File: src/rtl/cksa_pkg.sv
// Shared types and constants for the chroma key soft alpha block.
// No dependencies; every other file of the block imports this package.
package cksa_pkg;

  // Channel width of one colour component, and the width of the ramp numerator.
  localparam int unsigned PIX_W     = 8;
  localparam int unsigned NUM_W     = 2 * PIX_W;
  // One restoring division cell per quotient bit.
  localparam int unsigned NUM_CELLS = PIX_W;
  localparam int unsigned CFG_IDX_W = 3;

  localparam logic [PIX_W-1:0] KEY_RED_RST   = 8'd0;
  localparam logic [PIX_W-1:0] KEY_GREEN_RST = 8'd255;
  localparam logic [PIX_W-1:0] KEY_BLUE_RST  = 8'd0;
  localparam logic [PIX_W-1:0] TOL_RST       = 8'd0;
  localparam logic [PIX_W-1:0] SOFT_RST      = 8'd0;

  typedef enum logic [CFG_IDX_W-1:0] {
    REG_KEY_RED   = 3'd0,
    REG_KEY_GREEN = 3'd1,
    REG_KEY_BLUE  = 3'd2,
    REG_TOLERANCE = 3'd3,
    REG_SOFTNESS  = 3'd4
  } cfg_reg_e;

  // How the alpha of an item is to be formed at the end of the chain.
  typedef enum logic [1:0] {
    MODE_CLEAR = 2'd0,
    MODE_PASS  = 2'd1,
    MODE_RAMP  = 2'd2
  } mode_e;

  typedef struct packed {
    logic [PIX_W-1:0] key_red;
    logic [PIX_W-1:0] key_green;
    logic [PIX_W-1:0] key_blue;
    logic [PIX_W-1:0] tolerance;
    logic [PIX_W-1:0] softness;
  } cfg_t;

  typedef struct packed {
    logic [PIX_W-1:0] red;
    logic [PIX_W-1:0] green;
    logic [PIX_W-1:0] blue;
    logic [PIX_W-1:0] alpha;
    logic             last;
  } pix_t;

  // What travels from cell to cell: the pixel, its mode, the partial
  // remainder and a word that holds the unused numerator bits at the top
  // and the quotient bits found so far at the bottom.
  typedef struct packed {
    pix_t             pix;
    mode_e            mode;
    logic [PIX_W-1:0] rem;
    logic [PIX_W-1:0] lowq;
  } div_t;

endpackage

File: src/rtl/cksa_front.sv
// Front end of the keyer: colour distance, classification and ramp numerator.
// Two register stages; depends on cksa_pkg.
module cksa_front
  import cksa_pkg::*;
(
  input  logic  clk_i,
  input  logic  rst_ni,
  input  logic  en_i,
  input  logic  valid_i,
  input  pix_t  pix_i,
  input  cfg_t  cfg_i,
  output logic  valid_o,
  output div_t  data_o
);

  logic [PIX_W-1:0] diff_r, diff_g, diff_b, dist_rg, dist_max;
  logic [PIX_W:0]   ramp_end;
  mode_e            mode_d;
  logic [PIX_W-1:0] edge_d;
  logic [NUM_W-1:0] num_d;

  logic             s1_valid_q;
  pix_t             s1_pix_q;
  mode_e            s1_mode_q;
  logic [PIX_W-1:0] s1_edge_q;

  logic             valid_q;
  div_t             data_q;

  always_comb begin
    diff_r = (pix_i.red > cfg_i.key_red) ? pix_i.red - cfg_i.key_red
                                         : cfg_i.key_red - pix_i.red;
    diff_g = (pix_i.green > cfg_i.key_green) ? pix_i.green - cfg_i.key_green
                                             : cfg_i.key_green - pix_i.green;
    diff_b = (pix_i.blue > cfg_i.key_blue) ? pix_i.blue - cfg_i.key_blue
                                           : cfg_i.key_blue - pix_i.blue;
    dist_rg  = (diff_g > diff_r) ? diff_g : diff_r;
    dist_max = (diff_b > dist_rg) ? diff_b : dist_rg;
    ramp_end = {1'b0, cfg_i.tolerance} + {1'b0, cfg_i.softness};
    edge_d   = dist_max - cfg_i.tolerance;
    if (dist_max <= cfg_i.tolerance) begin
      mode_d = MODE_CLEAR;
    end else if ((cfg_i.softness != '0) && ({1'b0, dist_max} < ramp_end)) begin
      mode_d = MODE_RAMP;
    end else begin
      mode_d = MODE_PASS;
    end
  end

  // Rounded numerator: alpha times edge plus half the softness.
  assign num_d = ({{PIX_W{1'b0}}, s1_pix_q.alpha} * {{PIX_W{1'b0}}, s1_edge_q})
               + {{(PIX_W+1){1'b0}}, cfg_i.softness[PIX_W-1:1]};

  always_ff @(posedge clk_i or negedge rst_ni) begin
    if (!rst_ni) begin
      s1_valid_q <= 1'b0;
      valid_q    <= 1'b0;
    end else if (en_i) begin
      s1_valid_q <= valid_i;
      valid_q    <= s1_valid_q;
    end
  end

  always_ff @(posedge clk_i) begin
    if (en_i) begin
      s1_pix_q    <= pix_i;
      s1_mode_q   <= mode_d;
      s1_edge_q   <= edge_d;
      data_q.pix  <= s1_pix_q;
      data_q.mode <= s1_mode_q;
      data_q.rem  <= num_d[NUM_W-1:PIX_W];
      data_q.lowq <= num_d[PIX_W-1:0];
    end
  end

  assign valid_o = valid_q;
  assign data_o  = data_q;

endmodule

File: src/rtl/cksa_div_cell.sv
// One restoring division cell: brings down one numerator bit, yields one quotient bit.
// Depends on cksa_pkg.
module cksa_div_cell
  import cksa_pkg::*;
(
  input  logic             clk_i,
  input  logic             rst_ni,
  input  logic             en_i,
  input  logic             valid_i,
  input  div_t             data_i,
  input  logic [PIX_W-1:0] divisor_i,
  output logic             valid_o,
  output div_t             data_o
);

  logic [PIX_W:0]   trial;
  logic [PIX_W:0]   diff;
  logic             fits;
  div_t             data_d;
  logic             valid_q;
  div_t             data_q;

  always_comb begin
    trial       = {data_i.rem, data_i.lowq[PIX_W-1]};
    diff        = trial - {1'b0, divisor_i};
    fits        = (trial >= {1'b0, divisor_i});
    data_d      = data_i;
    data_d.rem  = fits ? diff[PIX_W-1:0] : trial[PIX_W-1:0];
    data_d.lowq = {data_i.lowq[PIX_W-2:0], fits};
  end

  always_ff @(posedge clk_i or negedge rst_ni) begin
    if (!rst_ni) begin
      valid_q <= 1'b0;
    end else if (en_i) begin
      valid_q <= valid_i;
    end
  end

  always_ff @(posedge clk_i) begin
    if (en_i) begin
      data_q <= data_d;
    end
  end

  assign valid_o = valid_q;
  assign data_o  = data_q;

endmodule

File: src/rtl/cksa_out.sv
// Output register with a skid stage, decoupling the result stall from the chain.
// Depends on cksa_pkg.
module cksa_out
  import cksa_pkg::*;
(
  input  logic clk_i,
  input  logic rst_ni,
  input  logic valid_i,
  input  pix_t pix_i,
  output logic en_o,
  output logic out_valid_o,
  output pix_t pix_o,
  input  logic out_stall_i
);

  logic out_valid_q, out_valid_d;
  logic skid_valid_q, skid_valid_d;
  pix_t out_q, out_d;
  pix_t skid_q, skid_d;
  logic take;

  always_comb begin
    take         = out_valid_q && !out_stall_i;
    out_valid_d  = out_valid_q;
    skid_valid_d = skid_valid_q;
    out_d        = out_q;
    skid_d       = skid_q;
    if (skid_valid_q) begin
      if (take) begin
        out_d        = skid_q;
        skid_valid_d = 1'b0;
      end
    end else if (!out_valid_q || take) begin
      out_valid_d = valid_i;
      if (valid_i) begin
        out_d = pix_i;
      end
    end else if (valid_i) begin
      skid_d       = pix_i;
      skid_valid_d = 1'b1;
    end
  end

  always_ff @(posedge clk_i or negedge rst_ni) begin
    if (!rst_ni) begin
      out_valid_q  <= 1'b0;
      skid_valid_q <= 1'b0;
    end else begin
      out_valid_q  <= out_valid_d;
      skid_valid_q <= skid_valid_d;
    end
  end

  always_ff @(posedge clk_i) begin
    out_q  <= out_d;
    skid_q <= skid_d;
  end

  assign en_o        = !skid_valid_q;
  assign out_valid_o = out_valid_q;
  assign pix_o       = out_q;

  a_skid_behind_out: assert property (@(posedge clk_i) disable iff (!rst_ni)
    skid_valid_q |-> out_valid_q)
    else $error("skid stage holds an item while the output register is empty");

  a_skid_held: assert property (@(posedge clk_i) disable iff (!rst_ni)
    (skid_valid_q && !take) |=> (skid_valid_q && $stable(skid_q)))
    else $error("skid item lost or changed while the output is stalled");

endmodule

File: src/rtl/chroma_key_soft_alpha_top.sv
// Top level of the chroma key soft alpha block: configuration registers,
// front end, the chain of division cells and the output skid; uses cksa_pkg.

// The keyer takes one RGBA8 pixel item per clock and returns one item per
// clock while nothing stalls. An item passes eleven register stages: two
// front-end stages (colour distance, then the alpha times edge product),
// eight division cells that each settle one bit of the rounded ramp quotient,
// and the output register. The edge that accepts an item loads the first of
// them. Every cell advances together, so items follow each other back to
// back. When the result side stalls, one further item is caught in a skid
// register, after which the input side is stalled until the result side
// takes again. RGB and the end-of-image mark pass through unchanged.
// Configuration writes are always ready and take effect at once; they should
// be made only while no item is in flight.
module chroma_key_soft_alpha_top
  import cksa_pkg::*;
(
  input  logic                 clk_i,
  input  logic                 rst_ni,
  // Configuration write channel.
  input  logic                 cfg_valid_i,
  output logic                 cfg_ready_o,
  input  logic [CFG_IDX_W-1:0] cfg_index_i,
  input  logic [PIX_W-1:0]     cfg_data_i,
  // Input pixel items.
  input  logic                 in_valid_i,
  output logic                 in_stall_o,
  input  logic [PIX_W-1:0]     in_red_i,
  input  logic [PIX_W-1:0]     in_green_i,
  input  logic [PIX_W-1:0]     in_blue_i,
  input  logic [PIX_W-1:0]     in_alpha_i,
  input  logic                 last_pixel_i,
  // Result pixel items.
  output logic                 out_valid_o,
  input  logic                 out_stall_i,
  output logic [PIX_W-1:0]     out_red_o,
  output logic [PIX_W-1:0]     out_green_o,
  output logic [PIX_W-1:0]     out_blue_o,
  output logic [PIX_W-1:0]     out_alpha_o,
  output logic                 end_of_image_o
);

  cfg_t cfg_q, cfg_d;
  logic en;
  pix_t in_pix;
  pix_t res_pix;
  pix_t out_pix;

  // Valid and data at each joint of the chain; joint zero is the front end.
  logic [NUM_CELLS:0] chain_valid;
  div_t               chain_data [NUM_CELLS+1];

  // The register file is written at once; the port never pushes back.
  assign cfg_ready_o = 1'b1;

  always_comb begin
    cfg_d = cfg_q;
    if (cfg_valid_i) begin
      unique case (cfg_reg_e'(cfg_index_i))
        REG_KEY_RED:   cfg_d.key_red   = cfg_data_i;
        REG_KEY_GREEN: cfg_d.key_green = cfg_data_i;
        REG_KEY_BLUE:  cfg_d.key_blue  = cfg_data_i;
        REG_TOLERANCE: cfg_d.tolerance = cfg_data_i;
        REG_SOFTNESS:  cfg_d.softness  = cfg_data_i;
        default:       cfg_d           = cfg_q;
      endcase
    end
  end

  always_ff @(posedge clk_i or negedge rst_ni) begin
    if (!rst_ni) begin
      cfg_q.key_red   <= KEY_RED_RST;
      cfg_q.key_green <= KEY_GREEN_RST;
      cfg_q.key_blue  <= KEY_BLUE_RST;
      cfg_q.tolerance <= TOL_RST;
      cfg_q.softness  <= SOFT_RST;
    end else begin
      cfg_q <= cfg_d;
    end
  end

  // The whole chain moves in step; it halts only while the skid stage is full.
  assign in_stall_o = !en;

  assign in_pix.red   = in_red_i;
  assign in_pix.green = in_green_i;
  assign in_pix.blue  = in_blue_i;
  assign in_pix.alpha = in_alpha_i;
  assign in_pix.last  = last_pixel_i;

  cksa_front u_front (
    .clk_i   (clk_i),
    .rst_ni  (rst_ni),
    .en_i    (en),
    .valid_i (in_valid_i),
    .pix_i   (in_pix),
    .cfg_i   (cfg_q),
    .valid_o (chain_valid[0]),
    .data_o  (chain_data[0])
  );

  for (genvar i = 0; i < NUM_CELLS; i++) begin : g_cell
    cksa_div_cell u_cell (
      .clk_i     (clk_i),
      .rst_ni    (rst_ni),
      .en_i      (en),
      .valid_i   (chain_valid[i]),
      .data_i    (chain_data[i]),
      .divisor_i (cfg_q.softness),
      .valid_o   (chain_valid[i+1]),
      .data_o    (chain_data[i+1])
    );
  end

  // After the last cell the low word holds the whole quotient.
  always_comb begin
    res_pix = chain_data[NUM_CELLS].pix;
    case (chain_data[NUM_CELLS].mode)
      MODE_CLEAR: res_pix.alpha = '0;
      MODE_RAMP:  res_pix.alpha = chain_data[NUM_CELLS].lowq;
      default:    res_pix.alpha = chain_data[NUM_CELLS].pix.alpha;
    endcase
  end

  cksa_out u_out (
    .clk_i       (clk_i),
    .rst_ni      (rst_ni),
    .valid_i     (chain_valid[NUM_CELLS]),
    .pix_i       (res_pix),
    .en_o        (en),
    .out_valid_o (out_valid_o),
    .pix_o       (out_pix),
    .out_stall_i (out_stall_i)
  );

  assign out_red_o      = out_pix.red;
  assign out_green_o    = out_pix.green;
  assign out_blue_o     = out_pix.blue;
  assign out_alpha_o    = out_pix.alpha;
  assign end_of_image_o = out_pix.last;

  // A ramp result never exceeds the alpha it scales.
  a_ramp_bounded: assert property (@(posedge clk_i) disable iff (!rst_ni)
    (chain_valid[NUM_CELLS] && (chain_data[NUM_CELLS].mode == MODE_RAMP))
      |-> (chain_data[NUM_CELLS].lowq <= chain_data[NUM_CELLS].pix.alpha))
    else $error("ramp alpha exceeds the input alpha");

  // The final remainder of a ramp item must be below the divisor.
  a_rem_reduced: assert property (@(posedge clk_i) disable iff (!rst_ni)
    (chain_valid[NUM_CELLS] && (chain_data[NUM_CELLS].mode == MODE_RAMP))
      |-> (chain_data[NUM_CELLS].rem < cfg_q.softness))
    else $error("division remainder not reduced below softness");

  // Input is held back only while a result is waiting at the output.
  a_stall_cause: assert property (@(posedge clk_i) disable iff (!rst_ni)
    in_stall_o |-> out_valid_o)
    else $error("input stalled with no result pending");

endmodule

File: config.mk
export PLATFORM = sky130hd
export DESIGN_NAME = chroma_key_soft_alpha_top
export DESIGN_NICKNAME = d
export VERILOG_FILES = /design/src/rtl/cksa_pkg.sv /design/src/rtl/cksa_front.sv /design/src/rtl/cksa_div_cell.sv /design/src/rtl/cksa_out.sv /design/src/rtl/chroma_key_soft_alpha_top.sv
export SDC_FILE = /design/constraint.sdc
export NUM_CORES = 1
export LEC_CHECK = 0
export BUFFER_PORTS_ARGS = -buffer_cell sky130_fd_sc_hd__buf_2
export CAP_MARGIN = 20
export CORE_UTILIZATION = 55
export DETAILED_ROUTE_END_ITERATION = 7
export PLACE_DENSITY = 0.72
export SLEW_MARGIN = 30
export SYNTH_ARGS = -nofsm -noshare
export SYNTH_HDL_FRONTEND = slang
export SYNTH_HIERARCHICAL = 1
export SYNTH_SLANG_ARGS = --single-unit
File: constraint.sdc
create_clock -name clk_i -period 19.7 [get_ports clk_i]
set_input_delay 2.955 -clock clk_i [delete_from_list [all_inputs] [get_ports clk_i]]
set_output_delay 2.955 -clock clk_i [all_outputs]
set_load 0.01 [all_outputs]
==> metrics.yaml, run 1 <==
hold_viol_final: 0
synth_nets: 2272
cts_buffers: 59
drt-wirelength-per-cell_um: 17.6
slew_headroom_pct: 42.8
cp.arrival_ns: 11.83
final_common_cell: "edfxtp_1"
dieArea_mm2: 0.0539
route.detailed.drc: 0
period_share_pct: 58.1
drive_gt1_share_pct: 18.2
grtUsageTotal_pct: 19.2
crit_slowest_cell: "o21bai_1"
hp-class: "flip-flop to flip-flop"
rows: 83
setup_viol: 0
routed_via_density: 5.48
cts-root-buf: "clkbuf_16"
fin_hold_ws_ns: 0.409
cp.required_ns: 20.09
grt_pass1_wl_um: 81200
grt_max_degree: 139
slew_violations: 0
max-cap-violations: 0
synth.avg_cell_area_um2: 14.7
tritoncts: "done"
fmax_ghz: 0.0874
firstDrtPassIters: 7
status: "complete, no violations"
htreeDepth: 2
ant_nets: 0
crit_family: "compound AO/OA/AOI/OAI gates"
instances_no_fill: 2842
area_growth_pct: 11.4
path_common_cell: "a21oi_1"
totalWireLength_um: 50200
clockBufferDepth: 3
rr_worst_depth: 37
worst-path-stages: 39
slowest_delay_ns: 0.67
cts_hold_buf: 0
core-area_mm2: 0.0518
rsz0062_at_grt: "false"
final_cell_mix: "edfxtp_1 (560), inv_1 (250), ha_1 (181)"
critPathKind: "input port to flip-flop"
path_buf_inv: 4
finClkSkew_ns: 0.0546
gp_congestion: 0.885
route.vias.total: 15600
portBuffers: 83
synthCells: 1984
grt_antenna_before_repair: 2
min_path_cells: 0
worst-slew-pin-transition_ns: 0.857
post_cts_resized: 0
cts.sinks: 612
cp-start-kind: "input port"
end_kind: "flip-flop"
period_needed_ns: 11.45
die_height_um: 232
place_inst: 2728
yosysWarningCount: 6
postCtsSetupBuffers: 0
cts.clk_slew.worst_paths_ns: 0.06
overflow: 0
synth_area_mm2: 0.0291
start_util_pct: 56.2
die-width_um: 232
clock_latency_ns: 0.64
dp_hpwl_um: 34800
drt_iter0_drc: 859
final_nets: 2400
fin_tns_setup_ns: 0
cp_max_fo: 12
io_pins: 85
first_global_vias: 16000
layer usage:
metal  wire length (um)  part of all wire [%]  global-route usage, %
met1              22000                    44                   25.0
met3               1990                   4.0                   2.73
met4               1270                   2.5                   6.37
met5                  0                     0                      0
met2              24900                    50                   33.0
final timing paths:
| path | start | endpoint | slack (ns) |
|---|---|---|---|
| hold / removal | g_cell[2].u_cell/data_o[21] | g_cell[3].u_cell/data_o[21] | 0.41 |
| min in group asynchronous | rst_ni | cfg_q[38] | 2.45 |
| hold reg to reg | g_cell[2].u_cell/data_o[21] | g_cell[3].u_cell/data_o[21] | 0.41 |
| setup reg to reg | cfg_q[24] | u_front/s1_mode_q[0] | 10.18 |
| setup / recovery | in_green_i[0] | u_front/s1_mode_q[0] | 8.25 |
| max in group asynchronous | rst_ni | u_out/skid_valid_q | 16.71 |
metrics by stage:
| step | area [um2] | util [%] | setup slack [ns] |
|---|---|---|---|
| after floorplan | 29100 | - | 5.32 |
| after global placement | 30300 | 58.5 | 7.99 |
| after detailed placement | 30300 | 58.5 | 7.75 |
| after CTS | 32400 | 62.5 | 8.34 |
| after global routing | 32500 | 62.6 | 7.42 |
| final | 32500 | 62.6 | 8.25 |
registers in the layout, summed over array words and instances (netlist names):
| signal | count |
|---|---|
| u_front/s1_mode_q | 2 |
| u_front/s1_edge_q | 8 |
| u_front/s1_pix_q | 33 |
| g_cell.u_cell/valid_o | 8 |
| u_front/valid_o | 1 |
| cfg_q | 40 |
| u_out/skid_valid_q | 1 |
| u_out/skid_q | 33 |
| u_out/pix_o | 33 |
| g_cell.u_cell/data_o | 400 |
| u_front/data_o | 51 |
| u_front/s1_valid_q | 1 |
| u_out/out_valid_o | 1 |
worst reg2reg max path, delay by kind of cell (launching register included):
kind	cells	cell delay, ns
compound gates	18	4.96
xor+xnor	1	0.11
fa+ha+maj	5	1.60
buf+inv	2	0.24
flops	1	0.56
mux	3	0.58
simple gates	8	1.19
area by class of cell:
class / instances / area [um2]
Antenna cell: 1 / 2.50
Multi-Input combinational cell: 1089 / 9860
Clock inverter: 40 / 523
Inverter: 251 / 950
Clock buffer: 70 / 1550
Tap cell: 680 / 851
Timing Repair Buffer: 99 / 596
Sequential cell: 612 / 18100
Fill cell: 3705 / 19400
Power of run 1 is not shown: default switching activity piles up to over one toggle a cycle in this logic, so the estimate is an artifact.
==> run 2, diff against run 1 <==
==> constraint.sdc (replaced) <==
create_clock -name clk_i -period 10.65 [get_ports clk_i]
set_input_delay 1.5975 -clock clk_i [delete_from_list [all_inputs] [get_ports clk_i]]
set_output_delay 1.5975 -clock clk_i [all_outputs]
set_load 0.01 [all_outputs]
==> run 2 against run 1 <==
Compared with the run above: die area unchanged; count of clock-buffer cells in the layout grew 20; register-to-register slack got worse by 8.7 ns; clock skew down 0.0086 ns; sequential share of layout area is 0.14 points higher; non-clock buffer count stayed put; core utilization is 0.14 points lower; first-iteration DRC count up 3.8%; global-route usage shrank 0.36 points; final cell count did not move; worst setup slack worse by 7.4 ns; critical endpoint is now u_front/s1_mode_q[1].
==> metrics.yaml, run 2 (synthesis results as in run 1) <==
clockBufferDepth: 3
hp-class: "flip-flop to flip-flop"
antenna_cells: 0
cp.arrival_ns: 10.12
hold_viol_final: 0
cts.clk_slew.worst_paths_ns: 0.06
fmax_ghz: 0.102
totalWireLength_um: 49600
final_cell_mix: "edfxtp_1 (560), inv_1 (250), ha_1 (181)"
cts.sinks: 612
placed_cell_area_mm2: 0.0303
firstDrtPassIters: 5
start_util_pct: 56.2
max-cap-violations: 0
die_height_um: 232
dieArea_mm2: 0.0539
gp_congestion: 0.852
path_common_cell: "a21oi_1"
clock_latency_ns: 0.63
cp.required_ns: 11.00
final_common_cell: "edfxtp_1"
slew_headroom_pct: 39.2
largest_reg_flops: 400
postCtsSetupBuffers: 0
end_kind: "flip-flop"
drt_iter0_drc: 892
drt-wirelength-per-cell_um: 17.5
portBuffers: 83
grt_antenna_before_repair: 2
period_needed_ns: 9.76
slowest_delay_ns: 0.62
ant_nets: 0
period_share_pct: 91.7
crit_slowest_cell: "a211oi_2"
final_nets: 2401
worstReg2RegStart: "cfg_q[24]"
routed_via_density: 5.47
status: "complete, no violations"
post_cts_resized: 0
grtUsageTotal_pct: 18.8
grt_pass1_wl_um: 80000
startpoint: "in_green_i[0]"
rsz0062_at_grt: "false"
route.vias.total: 15500
cts_hold_buf: 0
io_pins: 85
finClkSkew_ns: 0.0460
hold_start: "g_cell[2].u_cell/data_o[47]"
cp_max_fo: 12
grt_max_degree: 181
die-width_um: 232
route.detailed.drc: 0
cts-root-buf: "clkbuf_16"
tritoncts: "done"
first_global_vias: 16000
fill_cells: 3731
htreeDepth: 2
area_growth_pct: 11.1
ff_latch_area_mm2: 0.0181
rows: 83
fin_tns_setup_ns: 0
slew_violations: 0
setup_viol: 0
cp-start-kind: "input port"
overflow: 0
dp_hpwl_um: 34800
core-area_mm2: 0.0518
drive_gt1_share_pct: 17.6
worst-slew-pin-transition_ns: 0.912
multi_input_area_mm2: 0.00986
critPathKind: "input port to flip-flop"
fin_area_mm2: 0.0324
cts_buffers: 60
-- run 2: cell types whose count changed in the layout (fill, tap and decap cells not counted), sizes merged --
cell and delta:
clkbuf +20, clkinv -10, clkinvlp -4, bufinv -3, inv -2, diode -1
-- run 2: layer usage --
metal	global-route usage (%)	share of wire, %	up-vias
met5	0	0	-
met4	6.25	2.9	0
met3	3.18	4.5	87
met2	31.9	49	309
met1	24.6	44	7655
li1	-	-	7498
-- run 2: area by class of cell --
type / count / area share (%)
well taps: 680 / 2.63
repair buffers: 99 / 1.79
clock inverters: 21 / 1.05
flip-flops and latches: 612 / 56.0
multi-input cells: 1089 / 30.4
clock buffers: 90 / 5.17
inverters: 251 / 2.92
-- run 2: worst paths after layout --
| path | depth (start not counted) | endpoint | slack, ns |
|---|---|---|---|
| max | 39 | u_front/s1_mode_q[1] | 0.89 |
| max in group asynchronous | 2 | u_out/skid_valid_q | 8.96 |
| max reg2reg | 37 | u_front/s1_mode_q[1] | 1.51 |
| min in group asynchronous | 2 | cfg_q[10] | 1.12 |
| min reg2reg | 0 | g_cell[3].u_cell/data_o[47] | 0.38 |
| min | 0 | g_cell[3].u_cell/data_o[47] | 0.38 |
-- run 2: stage by stage --
step | cells | setup slack [ns] | util [%] | hold slack [ns]
after floorplan | 1984 | 1.51 | - | 0.400
after global placement | 2729 | 0.702 | 58.5 | 0.400
after detailed placement | 2730 | 0.444 | 58.6 | 0.405
after CTS | 2841 | 1.04 | 62.5 | 0.370
after global routing | 2842 | 0.365 | 62.5 | 0.371
final | 2842 | 0.886 | 62.5 | 0.376
-- run 2: critical path: cells and delay by family --
kind / cells / cell delay (ns)
adders and majority gates: 5 / 1.52
AOI/OAI and AO/OA: 18 / 4.16
buffers and inverters: 4 / 0.42
xor gates and xnor gates: 1 / 0.35
muxes: 4 / 0.89
and+or+nand+nor: 7 / 1.15
Power of run 2 is left out for the same reason.
==> run 3, diff against run 2 <==
--- a/config.mk
+++ b/config.mk
@@ -10,6 +10,7 @@
 export CORE_UTILIZATION = 55
 export DETAILED_ROUTE_END_ITERATION = 7
 export PLACE_DENSITY = 0.72
+export RECOVER_POWER = 50
 export SLEW_MARGIN = 30
 export SYNTH_ARGS = -nofsm -noshare
 export SYNTH_HDL_FRONTEND = slang
==> run 3 against run 2 <==
Compared with the run above: critical path depth down 1; fmax up 0.71%; final cell count unchanged; core utilization down 0.22 points; sequential cell count unchanged; clock skew down 0.00063 ns; design area down 0.36%; hold slack better by 0.0011 ns; the run now ends with capacitance limit, slew limit left; global-route usage unchanged; die area unchanged; first-iteration DRC count down 6.5%.
==> metrics.yaml, run 3 (synthesis results as in run 1) <==
final_nets: 2401
slowest_delay_ns: 0.63
rows: 83
core-area_mm2: 0.0518
cts_buffers: 60
dr_wl_met3_um: 2080
portBuffers: 83
finClkSkew_ns: 0.0454
hp-class: "flip-flop to flip-flop"
grt_pass1_wl_um: 80000
dp_hpwl_um: 34800
cp.required_ns: 11.00
dp_slack_ns: 0.444
status: "finished with violations"
cp-start-kind: "input port"
routed_via_density: 5.46
wl_met2_um: 24200
crit_slowest_cell: "a211oi_2"
violations: "capacitance limit, slew limit"
fin_tns_setup_ns: 0
path_common_cell: "a21oi_1"
worst-slew-pin-transition_ns: 3.56
htreeDepth: 2
drive_gt1_share_pct: 15.3
grt_max_degree: 181
ant_nets: 0
io_pins: 85
clockBufferDepth: 3
rsz0062_at_grt: "false"
end_kind: "flip-flop"
final_cell_mix: "edfxtp_1 (560), inv_1 (250), ha_1 (181)"
grt_antenna_before_repair: 2
postCtsSetupBuffers: 0
slew_headroom_pct: -137
rr_endpoint: "u_front/s1_mode_q[1]"
gp_congestion: 0.852
min_path_cells: 0
worstReg2RegStart: "cfg_q[24]"
start_util_pct: 56.2
critPathKind: "input port to flip-flop"
wl_met1_um: 21800
top_layer: "met4"
hold_start: "g_cell[2].u_cell/data_o[47]"
period_needed_ns: 9.70
first_global_vias: 16000
cts.clk_slew.worst_paths_ns: 0.06
post_cts_resized: 0
fmax_ghz: 0.103
overflow: 0
cp.arrival_ns: 10.05
drt_iter0_drc: 834
rr_worst_depth: 36
fin_ws_ns: 0.955
clock_latency_ns: 0.63
max-cap-violations: 4
cts-root-buf: "clkbuf_16"
hold_viol_final: 0
die-width_um: 232
drt-wirelength-per-cell_um: 17.4
dieArea_mm2: 0.0539
totalWireLength_um: 49500
route.vias.total: 15500
largest_reg_flops: 400
final_common_cell: "edfxtp_1"
r2r_slack_ns: 1.58
cts_hold_buf: 0
hold_path_end: "g_cell[3].u_cell/data_o[47]"
period_share_pct: 91.0
route.detailed.drc: 0
antenna_cells: 0
cp_max_fo: 12
grtUsageTotal_pct: 18.8
slew_violations: 193
setup_viol: 0
area_growth_pct: 10.7
firstDrtPassIters: 5
cts.sinks: 612
final_util_pct: 62.3
die_height_um: 232
tritoncts: "done"
[run 3: cell count changes in the layout (fill, tap and decap cells not counted), sizes merged]
| cell | delta |
|---|---|
| buf | -32 |
| clkbuf | +32 |
[run 3: critical path: cells and delay by family]
kind,cells,cell delay [ns]
muxes,4,0.88
and+or+nand+nor,7,1.15
xor gates and xnor gates,1,0.34
AOI/OAI and AO/OA,17,4.15
buffers and inverters,4,0.42
adders and majority gates,5,1.51
[run 3: worst max-delay path by stage]
| stage | startpoint | to | cells past startpoint |
|---|---|---|---|
| 2_1_floorplan | u_out/skid_valid_q | in_stall_o | 4 |
| 3_3_place_gp | in_green_i[0] | u_front/s1_mode_q[0] | 39 |
| 3_5_place_dp | in_green_i[0] | u_front/s1_mode_q[1] | 39 |
| 4_1_cts | in_green_i[0] | u_front/s1_mode_q[1] | 39 |
| 5_1_grt | in_green_i[0] | u_front/s1_mode_q[0] | 39 |
| 6_report | in_green_i[0] | u_front/s1_mode_q[1] | 38 |
[run 3: final cells by class]
type / instances / area, um2
Inverter: 251 / 943
Tap cell: 680 / 851
Sequential cell: 612 / 18100
Multi-Input combinational cell: 1089 / 9800
Fill cell: 3756 / 19600
Clock inverter: 21 / 342
Clock buffer: 90 / 1670
Timing Repair Buffer: 99 / 527
[run 3: layer usage]
metal / track usage (%) / vias to the layer above
li1: - / 7499
met1: 24.6 / 7629
met2: 31.9 / 292
met3: 3.18 / 85
met4: 6.25 / 0
met5: 0 / -
[run 3: per-stage QoR]
step                      hold slack, ns  std cells  cell area, um2
after detailed placement           0.405       2730           30300
after floorplan                    0.400       1984           29100
after global routing               0.371       2842           32300
final                              0.377       2842           32300
after CTS                          0.370       2841           32400
after global placement             0.400       2729           30300
Power of run 3 is left out for the same reason.
